==> config.mk <==
export PLATFORM = sky130hd
export DESIGN_NAME = button_debounce_long_press_unit_flat
export DESIGN_NICKNAME = d
export VERILOG_FILES = /design/src/sv/bdlp_pkg.sv /design/src/sv/bdlp_if.sv /design/src/sv/bdlp_cfg_regs.sv /design/src/sv/bdlp_fsm.sv /design/src/sv/button_debounce_long_press_unit.sv /design/src/flat_wrapper.sv
export SDC_FILE = /design/constraint.sdc
export NUM_CORES = 1
export LEC_CHECK = 0
export ABC_AREA = 1
export BUFFER_PORTS_ARGS = -buffer_cell sky130_fd_sc_hd__clkbuf_2
export CORE_ASPECT_RATIO = 1.4
export CORE_MARGIN = 2
export CORE_UTILIZATION = 45
export DETAILED_ROUTE_END_ITERATION = 16
export GPL_TIMING_DRIVEN = 0
export PLACE_DENSITY_LB_ADDON = 0.05
export SLEW_MARGIN = 20
export SYNTH_ARGS = -nofsm -noshare
export SYNTH_HDL_FRONTEND = slang
export SYNTH_SLANG_ARGS = --single-unit
==> constraint.sdc <==
create_clock -name clock -period 4 [get_ports clock]
set_input_delay 0.2 -clock clock [delete_from_list [all_inputs] [get_ports clock]]
set_output_delay 0.2 -clock clock [all_outputs]
set_load 0.02 [all_outputs]
==> src/sv/bdlp_pkg.sv <==
// ----------------------------------------------------------------------------
// Button debounce package
// Shared widths, register indexes, reset values and the configuration and beat
// types for the button debounce and long-press unit.
// ----------------------------------------------------------------------------
package bdlp_pkg;

   // Field widths.
   localparam int TIME_W   = 32;
   localparam int THRESH_W = 16;
   localparam int CSR_IDX_W  = 2;
   localparam int CSR_DATA_W = THRESH_W;

   // Register indexes on the configuration port.
   typedef enum logic [CSR_IDX_W-1:0] {
      CSR_DEBOUNCE_MS   = 2'd0,
      CSR_LONG_PRESS_MS = 2'd1,
      CSR_ACTIVE_LOW    = 2'd2
   } csr_index_type;

   // Reset values of the registers.
   localparam logic [THRESH_W-1:0] DEBOUNCE_MS_RESET   = 16'd30;
   localparam logic [THRESH_W-1:0] LONG_PRESS_MS_RESET = 16'd700;
   localparam logic                ACTIVE_LOW_RESET    = 1'b1;

   // Current configuration as seen by the state machine.
   typedef struct packed {
      logic [THRESH_W-1:0] debounce_ms;
      logic [THRESH_W-1:0] long_press_ms;
      logic                active_low;
   } cfg_type;

   // One result beat.
   typedef struct packed {
      logic held;
      logic long_press_event;
      logic release_event;
      logic short_press_event;
   } result_type;

endpackage

==> src/sv/bdlp_if.sv <==
// ----------------------------------------------------------------------------
// Button debounce channels
// Valid/ready channels for scan tick beats and result beats.
// ----------------------------------------------------------------------------

// Scan tick channel: raw pin level and millisecond time.
interface bdlp_req_if;
   logic                       valid;
   logic                       ready;
   logic                       raw_level;
   logic [bdlp_pkg::TIME_W-1:0] now_ms;

   modport source (output valid, raw_level, now_ms, input ready);
   modport sink   (input valid, raw_level, now_ms, output ready);
endinterface

// Result channel: held flag and single-tick events.
interface bdlp_rsp_if;
   logic valid;
   logic ready;
   logic held;
   logic long_press_event;
   logic release_event;
   logic short_press_event;

   modport source (output valid, held, long_press_event, release_event,
                   short_press_event, input ready);
   modport sink   (input valid, held, long_press_event, release_event,
                   short_press_event, output ready);
endinterface

==> src/sv/bdlp_cfg_regs.sv <==
// ----------------------------------------------------------------------------
// Button debounce configuration registers
// Holds the debounce time, the long-press time and the pin polarity, written
// through a plain indexed write port.
// ----------------------------------------------------------------------------
module bdlp_cfg_regs (
   input  logic                              clock,
   input  logic                              reset,
   input  logic                              csr_we,
   input  logic [bdlp_pkg::CSR_IDX_W-1:0]   csr_index,
   input  logic [bdlp_pkg::CSR_DATA_W-1:0]  csr_wdata,
   output bdlp_pkg::cfg_type                 cfg
);

   bdlp_pkg::cfg_type cfg_ff;
   bdlp_pkg::cfg_type cfg_in;

   // Decode the write; an index beyond the register list is ignored.
   always_comb begin
      cfg_in = cfg_ff;
      if (csr_we) begin
         unique case (bdlp_pkg::csr_index_type'(csr_index))
            bdlp_pkg::CSR_DEBOUNCE_MS:   cfg_in.debounce_ms   = csr_wdata;
            bdlp_pkg::CSR_LONG_PRESS_MS: cfg_in.long_press_ms = csr_wdata;
            bdlp_pkg::CSR_ACTIVE_LOW:    cfg_in.active_low    = csr_wdata[0];
            default:                     cfg_in = cfg_ff;
         endcase
      end
   end

   always_ff @(posedge clock) begin
      if (reset) begin
         cfg_ff.debounce_ms   <= bdlp_pkg::DEBOUNCE_MS_RESET;
         cfg_ff.long_press_ms <= bdlp_pkg::LONG_PRESS_MS_RESET;
         cfg_ff.active_low    <= bdlp_pkg::ACTIVE_LOW_RESET;
      end else begin
         cfg_ff <= cfg_in;
      end
   end

   assign cfg = cfg_ff;

endmodule

==> src/sv/bdlp_fsm.sv <==
// ----------------------------------------------------------------------------
// Button debounce state machine
// Five-state press/release machine with its entry time and long-press flag.
// Works out the result for the tick in the input register and advances the
// state when that tick moves on.
// ----------------------------------------------------------------------------
module bdlp_fsm (
   input  logic                         clock,
   input  logic                         reset,
   input  bdlp_pkg::cfg_type            cfg,
   input  logic                         step_en,
   input  logic                         raw_level,
   input  logic [bdlp_pkg::TIME_W-1:0]  now_ms,
   output bdlp_pkg::result_type         result
);

   typedef enum logic [2:0] {
      ST_IDLE        = 3'd0,
      ST_DEB_PRESS   = 3'd1,
      ST_PRESSED     = 3'd2,
      ST_LONG        = 3'd3,
      ST_DEB_RELEASE = 3'd4
   } state_type;

   state_type                   state_ff, state_in;
   logic [bdlp_pkg::TIME_W-1:0] entry_time_ff, entry_time_in;
   logic                        long_seen_ff, long_seen_in;

   logic                        pressed;
   logic [bdlp_pkg::TIME_W-1:0] elapsed;
   logic                        debounce_done;
   logic                        long_done;
   logic                        ev_long, ev_release, ev_short;

   // Polarity, elapsed time modulo 2^32 and the two threshold compares.
   assign pressed       = raw_level ^ cfg.active_low;
   assign elapsed       = now_ms - entry_time_ff;
   assign debounce_done = elapsed >= {{(bdlp_pkg::TIME_W-bdlp_pkg::THRESH_W){1'b0}},
                                      cfg.debounce_ms};
   assign long_done     = elapsed >= {{(bdlp_pkg::TIME_W-bdlp_pkg::THRESH_W){1'b0}},
                                      cfg.long_press_ms};

   // Next state and events for this tick.
   always_comb begin
      state_in      = state_ff;
      entry_time_in = entry_time_ff;
      long_seen_in  = long_seen_ff;
      ev_long       = 1'b0;
      ev_release    = 1'b0;
      ev_short      = 1'b0;
      unique case (state_ff)
         ST_DEB_PRESS: begin
            if (!pressed) begin
               state_in = ST_IDLE;
            end else if (debounce_done) begin
               state_in      = ST_PRESSED;
               entry_time_in = now_ms;
               long_seen_in  = 1'b0;
            end
         end
         ST_PRESSED: begin
            if (!pressed) begin
               state_in      = ST_DEB_RELEASE;
               entry_time_in = now_ms;
            end else if (!long_seen_ff && long_done) begin
               state_in     = ST_LONG;
               long_seen_in = 1'b1;
               ev_long      = 1'b1;
            end
         end
         ST_LONG: begin
            if (!pressed) begin
               state_in      = ST_DEB_RELEASE;
               entry_time_in = now_ms;
            end
         end
         ST_DEB_RELEASE: begin
            // A bounce goes back to the held state; the entry time is kept.
            if (pressed) begin
               state_in = long_seen_ff ? ST_LONG : ST_PRESSED;
            end else if (debounce_done) begin
               state_in   = ST_IDLE;
               ev_release = 1'b1;
               ev_short   = !long_seen_ff;
            end
         end
         default: begin
            // Idle, and any unused code, behaves as idle.
            if (pressed) begin
               state_in      = ST_DEB_PRESS;
               entry_time_in = now_ms;
            end else begin
               state_in = ST_IDLE;
            end
         end
      endcase
   end

   // Result reflects the state after this tick.
   always_comb begin
      result.held              = (state_in == ST_PRESSED) || (state_in == ST_LONG);
      result.long_press_event  = ev_long;
      result.release_event     = ev_release;
      result.short_press_event = ev_short;
   end

   // State registers advance only when the tick moves to the result register.
   always_ff @(posedge clock) begin
      if (reset) begin
         state_ff      <= ST_IDLE;
         entry_time_ff <= '0;
         long_seen_ff  <= 1'b0;
      end else if (step_en) begin
         state_ff      <= state_in;
         entry_time_ff <= entry_time_in;
         long_seen_ff  <= long_seen_in;
      end
   end

`ifndef NO_ASSERTIONS
   // A short press is only ever reported together with a release.
   a_short_needs_release: assert property (@(posedge clock) disable iff (reset)
      result.short_press_event |-> result.release_event)
      else $error("short press without release");

   // A long press event leaves the button held.
   a_long_is_held: assert property (@(posedge clock) disable iff (reset)
      result.long_press_event |-> result.held)
      else $error("long press event while not held");

   // After a confirmed release the machine sits in idle.
   a_release_to_idle: assert property (@(posedge clock) disable iff (reset)
      (step_en && result.release_event) |=> (state_ff == ST_IDLE))
      else $error("release did not return to idle");

   // The long-press flag is set only by stepping a tick that fires the event.
   a_long_seen_rise: assert property (@(posedge clock) disable iff (reset)
      $rose(long_seen_ff) |-> $past(step_en && ev_long))
      else $error("long press flag set without event");
`endif

endmodule

==> src/sv/button_debounce_long_press_unit.sv <==
// ----------------------------------------------------------------------------
// Button debounce and long-press unit
// Turns scan ticks (raw pin level and millisecond time) into a debounced held
// flag and single-tick long press, release and short press events.
// ----------------------------------------------------------------------------
//
//   Channel   Dir   Contents                                   Handshake
//   req_ch    in    raw_level, now_ms                          valid/ready
//   rsp_ch    out   held, long_press_event, release_event,     valid/ready
//                   short_press_event
//   csr_*     in    csr_index, csr_wdata                       csr_we, no wait
//
// One tick is accepted per cycle while rsp_ch does not stall; each gives one
// result beat through the input register, then the result register. The state
// machine step is combinational. Reset is synchronous and returns the machine
// to idle and the registers to their defaults. A stalled result beat holds both
// stages; while both are full, ready on req_ch follows rsp_ch.ready.
//
module button_debounce_long_press_unit (
   input  logic                              clock,
   input  logic                              reset,
   bdlp_req_if.sink                          req_ch,
   bdlp_rsp_if.source                        rsp_ch,
   input  logic                              csr_we,
   input  logic [bdlp_pkg::CSR_IDX_W-1:0]   csr_index,
   input  logic [bdlp_pkg::CSR_DATA_W-1:0]  csr_wdata
);

   bdlp_pkg::cfg_type           cfg;
   bdlp_pkg::result_type        result;

   logic                        s1_valid_ff, s1_valid_in;
   logic                        s1_level_ff;
   logic [bdlp_pkg::TIME_W-1:0] s1_now_ms_ff;
   logic                        out_valid_ff, out_valid_in;
   bdlp_pkg::result_type        out_ff;

   logic                        s1_go;
   logic                        step_en;
   logic                        req_fire;

   // Configuration registers.
   bdlp_cfg_regs u_cfg (
      .clock     (clock),
      .reset     (reset),
      .csr_we    (csr_we),
      .csr_index (csr_index),
      .csr_wdata (csr_wdata),
      .cfg       (cfg)
   );

   // The input stage moves on whenever the result register is free or drains.
   assign s1_go        = !out_valid_ff || rsp_ch.ready;
   assign step_en      = s1_valid_ff && s1_go;
   assign req_ch.ready = !s1_valid_ff || s1_go;
   assign req_fire     = req_ch.valid && req_ch.ready;

   // State machine step on the registered tick.
   bdlp_fsm u_fsm (
      .clock     (clock),
      .reset     (reset),
      .cfg       (cfg),
      .step_en   (step_en),
      .raw_level (s1_level_ff),
      .now_ms    (s1_now_ms_ff),
      .result    (result)
   );

   // Valid flags of the two stages.
   always_comb begin
      s1_valid_in = s1_valid_ff;
      if (req_ch.ready) begin
         s1_valid_in = req_ch.valid;
      end
      out_valid_in = out_valid_ff;
      if (step_en) begin
         out_valid_in = 1'b1;
      end else if (rsp_ch.ready) begin
         out_valid_in = 1'b0;
      end
   end

   always_ff @(posedge clock) begin
      if (reset) begin
         s1_valid_ff  <= 1'b0;
         out_valid_ff <= 1'b0;
      end else begin
         s1_valid_ff  <= s1_valid_in;
         out_valid_ff <= out_valid_in;
      end
   end

   // Payload registers.
   always_ff @(posedge clock) begin
      if (req_fire) begin
         s1_level_ff  <= req_ch.raw_level;
         s1_now_ms_ff <= req_ch.now_ms;
      end
      if (step_en) begin
         out_ff <= result;
      end
   end

   // Result beat.
   assign rsp_ch.valid             = out_valid_ff;
   assign rsp_ch.held              = out_ff.held;
   assign rsp_ch.long_press_event  = out_ff.long_press_event;
   assign rsp_ch.release_event     = out_ff.release_event;
   assign rsp_ch.short_press_event = out_ff.short_press_event;

`ifndef NO_ASSERTIONS
   // A tick held in the input stage keeps its payload until it steps.
   a_s1_holds: assert property (@(posedge clock) disable iff (reset)
      (s1_valid_ff && !s1_go) |=> (s1_valid_ff && $stable(s1_now_ms_ff)
                                   && $stable(s1_level_ff)))
      else $error("input stage lost a waiting tick");

   // Every stepped tick appears as a result beat in the next cycle.
   a_step_gives_beat: assert property (@(posedge clock) disable iff (reset)
      step_en |=> out_valid_ff)
      else $error("stepped tick gave no result beat");

   // A full result register that is not taken is never overwritten.
   a_no_overwrite: assert property (@(posedge clock) disable iff (reset)
      (out_valid_ff && !rsp_ch.ready) |-> !step_en)
      else $error("result beat overwritten");
`endif

endmodule

==> src/flat_wrapper.sv <==
// flat-port wrapper written by rule: the top's interface ports become plain ports
module button_debounce_long_press_unit_flat 
  (clock, reset, csr_we, csr_index, csr_wdata, req_ch_valid, req_ch_raw_level, req_ch_now_ms, req_ch_ready, rsp_ch_valid, rsp_ch_held, rsp_ch_long_press_event, rsp_ch_release_event, rsp_ch_short_press_event, rsp_ch_ready);
  bdlp_req_if req_ch_i ();
  bdlp_rsp_if rsp_ch_i ();
  input  logic clock;
  input  logic reset;
  input  logic csr_we;
  input  logic [bdlp_pkg::CSR_IDX_W-1:0] csr_index;
  input  logic [bdlp_pkg::CSR_DATA_W-1:0] csr_wdata;
  input wire logic [$bits(req_ch_i.valid)-1:0] req_ch_valid;
  input wire logic [$bits(req_ch_i.raw_level)-1:0] req_ch_raw_level;
  input wire logic [$bits(req_ch_i.now_ms)-1:0] req_ch_now_ms;
  output wire logic [$bits(req_ch_i.ready)-1:0] req_ch_ready;
  output wire logic [$bits(rsp_ch_i.valid)-1:0] rsp_ch_valid;
  output wire logic [$bits(rsp_ch_i.held)-1:0] rsp_ch_held;
  output wire logic [$bits(rsp_ch_i.long_press_event)-1:0] rsp_ch_long_press_event;
  output wire logic [$bits(rsp_ch_i.release_event)-1:0] rsp_ch_release_event;
  output wire logic [$bits(rsp_ch_i.short_press_event)-1:0] rsp_ch_short_press_event;
  input wire logic [$bits(rsp_ch_i.ready)-1:0] rsp_ch_ready;
  assign req_ch_i.valid = req_ch_valid;
  assign req_ch_i.raw_level = req_ch_raw_level;
  assign req_ch_i.now_ms = req_ch_now_ms;
  assign req_ch_ready = req_ch_i.ready;
  assign rsp_ch_valid = rsp_ch_i.valid;
  assign rsp_ch_held = rsp_ch_i.held;
  assign rsp_ch_long_press_event = rsp_ch_i.long_press_event;
  assign rsp_ch_release_event = rsp_ch_i.release_event;
  assign rsp_ch_short_press_event = rsp_ch_i.short_press_event;
  assign rsp_ch_i.ready = rsp_ch_ready;
  button_debounce_long_press_unit u_core (.clock(clock), .reset(reset), .req_ch(req_ch_i), .rsp_ch(rsp_ch_i), .csr_we(csr_we), .csr_index(csr_index), .csr_wdata(csr_wdata));
endmodule
==> impl_metrics.env <==
export IMPL_ant_nets=0
export IMPL_io_pins=62
export IMPL_cp_required_ns=4.29
export IMPL_grt_pass1_wl_mm=28.4
export IMPL_placementRows=55
export IMPL_critPathCaptureType="flop"
export IMPL_dr_total_vias=6281
export IMPL_cp_start_kind="flop"
export IMPL_fp_dieH_um=155
export IMPL_synth_edf_count=37
export IMPL_grt_overflow=0
export IMPL_drive_above_1_share=0.139
export IMPL_drc=0
export IMPL_clock_latency_ns=0.36
export IMPL_yosysWarnings=0
export IMPL_cts_root_buffer="clkbuf_16"
export IMPL_run_status="complete, no violations"
export IMPL_fp_dieW_um=112
export IMPL_port_buffers=61
export IMPL_rsz0062_at_grt="false"
export IMPL_clkSinkCount=108
export IMPL_relSlewSlack=0.452
export IMPL_synth_ff_type="dfxtp_1"
export IMPL_netlist_instances=1037
export IMPL_hp_class="input pin to flop"
export IMPL_core_sq_um=16000
export IMPL_cp_slowest_cell="fa_1"
export IMPL_clk_pin_slew_ns=0.07
export IMPL_netlist_area_sq_um=7330
export IMPL_post_route_period_util=0.889
export IMPL_totalWireLength_mm=16.8
export IMPL_synthSimpleGateAreaFrac=0.256
export IMPL_htree_levels=3
export IMPL_via_per_inst=4.77
export IMPL_dieArea_sq_um=17300
export IMPL_synth_top_family_by_area="simple AND/OR/NAND/NOR gates"
export IMPL_grt_max_degree=34
export IMPL_ys_ff_latch=108
export IMPL_p_per_area_nw_per_um2=376
export IMPL_skew_ns=0.00797
export IMPL_clock_path_buffers=2
export IMPL_synthTopCellsByArea="dfxtp_1, edfxtp_1, nand2_1, inv_1, ha_1"
export IMPL_ir_worst_vdd_mv=0.226
export IMPL_syn_area_per_cell_sq_um=7.06
export IMPL_ys_seq_area_frac=0.346
export IMPL_crit_buf_inv=3
export IMPL_synthAdderAreaFrac=0.110
export IMPL_synth_distinct_cells=38
export IMPL_antennaDiodeCount=0
export IMPL_dp_hpwl_mm=13.8
export IMPL_slew_violations=0
export IMPL_cts_tree="yes"
export IMPL_crit_family="simple AND/OR/NAND/NOR gates"
export IMPL_p_leak_nw=4.13
export IMPL_synth_top_area_cell="dfxtp_1"
export IMPL_drv_cap=0
export IMPL_path_class="flop to flop"
export IMPL_drtIter0Drc=278
export IMPL_grt_pass1_vias=6153
export IMPL_synth_top_cell_area_share=0.194
export IMPL_first_pass_iters=5
export IMPL_synthesis_nets=1157
export IMPL_synth_async_reset_ratio=0
export IMPL_ys_top_cells_by_count="nand2_1, inv_1, dfxtp_1"
export IMPL_muxShareOfSynthArea=0
export IMPL_hold_worst_slack_ns=0.0128
export IMPL_max_freq_ghz=0.281
export IMPL_critPathArrivalTime_ns=3.85
export IMPL_wl_per_cell_um=12.8
export IMPL_gp_congestion=0.883
export IMPL_fin_setup_tns_ns=0
export IMPL_cts_made_buffers=9
export IMPL_initial_utilization=0.457
export IMPL_grt_use_total=0.202
export IMPL_antenna_found_initial=0
export IMPL_cpPeakStageDelay_ns=0.42
export IMPL_area_growth_pct=12.0
export IMPL_synth_compound_area_share=0.136
export IMPL_setup_violations_final=0
export IMPL_hold_viol=0
export IMPL_critical_path_most_common_cell="nand2_1"
export IMPL_synth_xor_area_frac=0.0191
export IMPL_fin_crit_ns=3.55
export IMPL_fin_nets=1232
export IMPL_path_cells="inv_1, ha_1, fa_1, inv_1, nand3_1, nand3_1, nand2_1, nand2_1, xor2_1, ha_1, a21oi_1, nor3_1, a211oi_1, nand2_1, a21oi_2, nand4_4, nand2_4, buf_8, o21ai_1, a21oi_2"
export IMPL_max_slew_worst_pin_slew_ns=0.816
export IMPL_path_max_fanout=10
export IMPL_synth_most_common_cell="nand2_1"
report_power, final:
group | switching (mW) | internal, mW | leakage, nW | total [mW]
Combinational | 0.602 | 0.349 | 3.05 | 0.951
Clock | 0.418 | 0.486 | 0.139 | 0.904
Sequential | 0.0252 | 1.20 | 0.941 | 1.23
Total | 1.05 | 2.04 | 4.13 | 3.09
through the flow:
step	util	setup WS [ns]	cells	cell area (sq um)	power [mW]
2_1_floorplan	-	1.06	1037	7330	1.97
3_3_place_gp	0.491	0.332	1297	7880	2.20
3_5_place_dp	0.491	0.295	1297	7880	2.21
4_1_cts	0.512	0.266	1316	8200	3.13
5_1_grt	0.512	0.0549	1316	8210	3.32
6_report	0.512	0.446	1316	8210	3.09
cell type report:
cell class              count  area, sq um
inverters                 225          845
fillers                  1691         7830
repair buffers             64          335
clock buffers              10          229
clock inverters             6         63.8
plain buffers              18          125
flip-flops and latches    108         2530
well taps                 199          249
multi-input cells         686         3830
cells in the final DEF, fill, tap and decap left out, drive strengths merged:
cell type      n
a211oi         5
a21boi         1
a21o           1
a21oi         85
a31oi          1
a32oi          1
and3           1
buf            8
bufinv         1
clkbuf        81
clkinv         3
clkinvlp       2
dfxtp         71
dlygate4sd3    3
edfxtp        37
fa             1
ha            63
inv          225
nand2        304
nand3         39
nand3b         3
nand4         11
nor2          75
nor3           6
o211ai        10
o21ai         61
o21bai         2
xnor2          3
xor2          13
sequential cells by signal (all words and copies together) (netlist names), 3 cells and up:
register and cells:
u_core.s1_now_ms_ff 32, u_core.u_fsm.entry_time_ff 32, u_core.u_fsm.state_ff 3, u_core.u_cfg.cfg 33
routing by layer:
metal / share of wire / global-route usage
met1: 0.45 / 0.238
met2: 0.51 / 0.376
met3: 0.025 / 0.0234
met4: 0.018 / 0.0752
met5: 0 / 0
repair_timing:
item,in CTS,in global routing
hold buffers,3,0
buffers inserted,0,0
setup endpoints to repair,0,17
hold endpoints to repair,3,0
resized for setup,0,1
worst paths after layout:
check	startpoint	endpoint	slack, ns	depth (start not counted)
setup / recovery	u_core.s1_now_ms_ff[0]	u_core.u_fsm.entry_time_ff[26]	0.45	20
hold / removal	req_ch_now_ms[5]	u_core.s1_now_ms_ff[5]	0.01	1
setup reg to reg	u_core.s1_now_ms_ff[0]	u_core.u_fsm.entry_time_ff[26]	0.45	20
hold reg to reg	u_core.u_fsm.entry_time_ff[17]	u_core.u_fsm.entry_time_ff[17]	0.47	2
logic make-up (layout without fill, tap and decap cells):
kind of cell / Yosys count / in the layout
AND/OR/NAND/NOR: 439 / 439
buffers and inverters: 243 / 323
AO/OA/AOI/OAI: 167 / 167
flip-flops: 108 / 108
adder cells (fa/ha/maj): 64 / 64
XOR/XNOR: 16 / 16
Note: power is estimated with default switching activity, not from simulation.
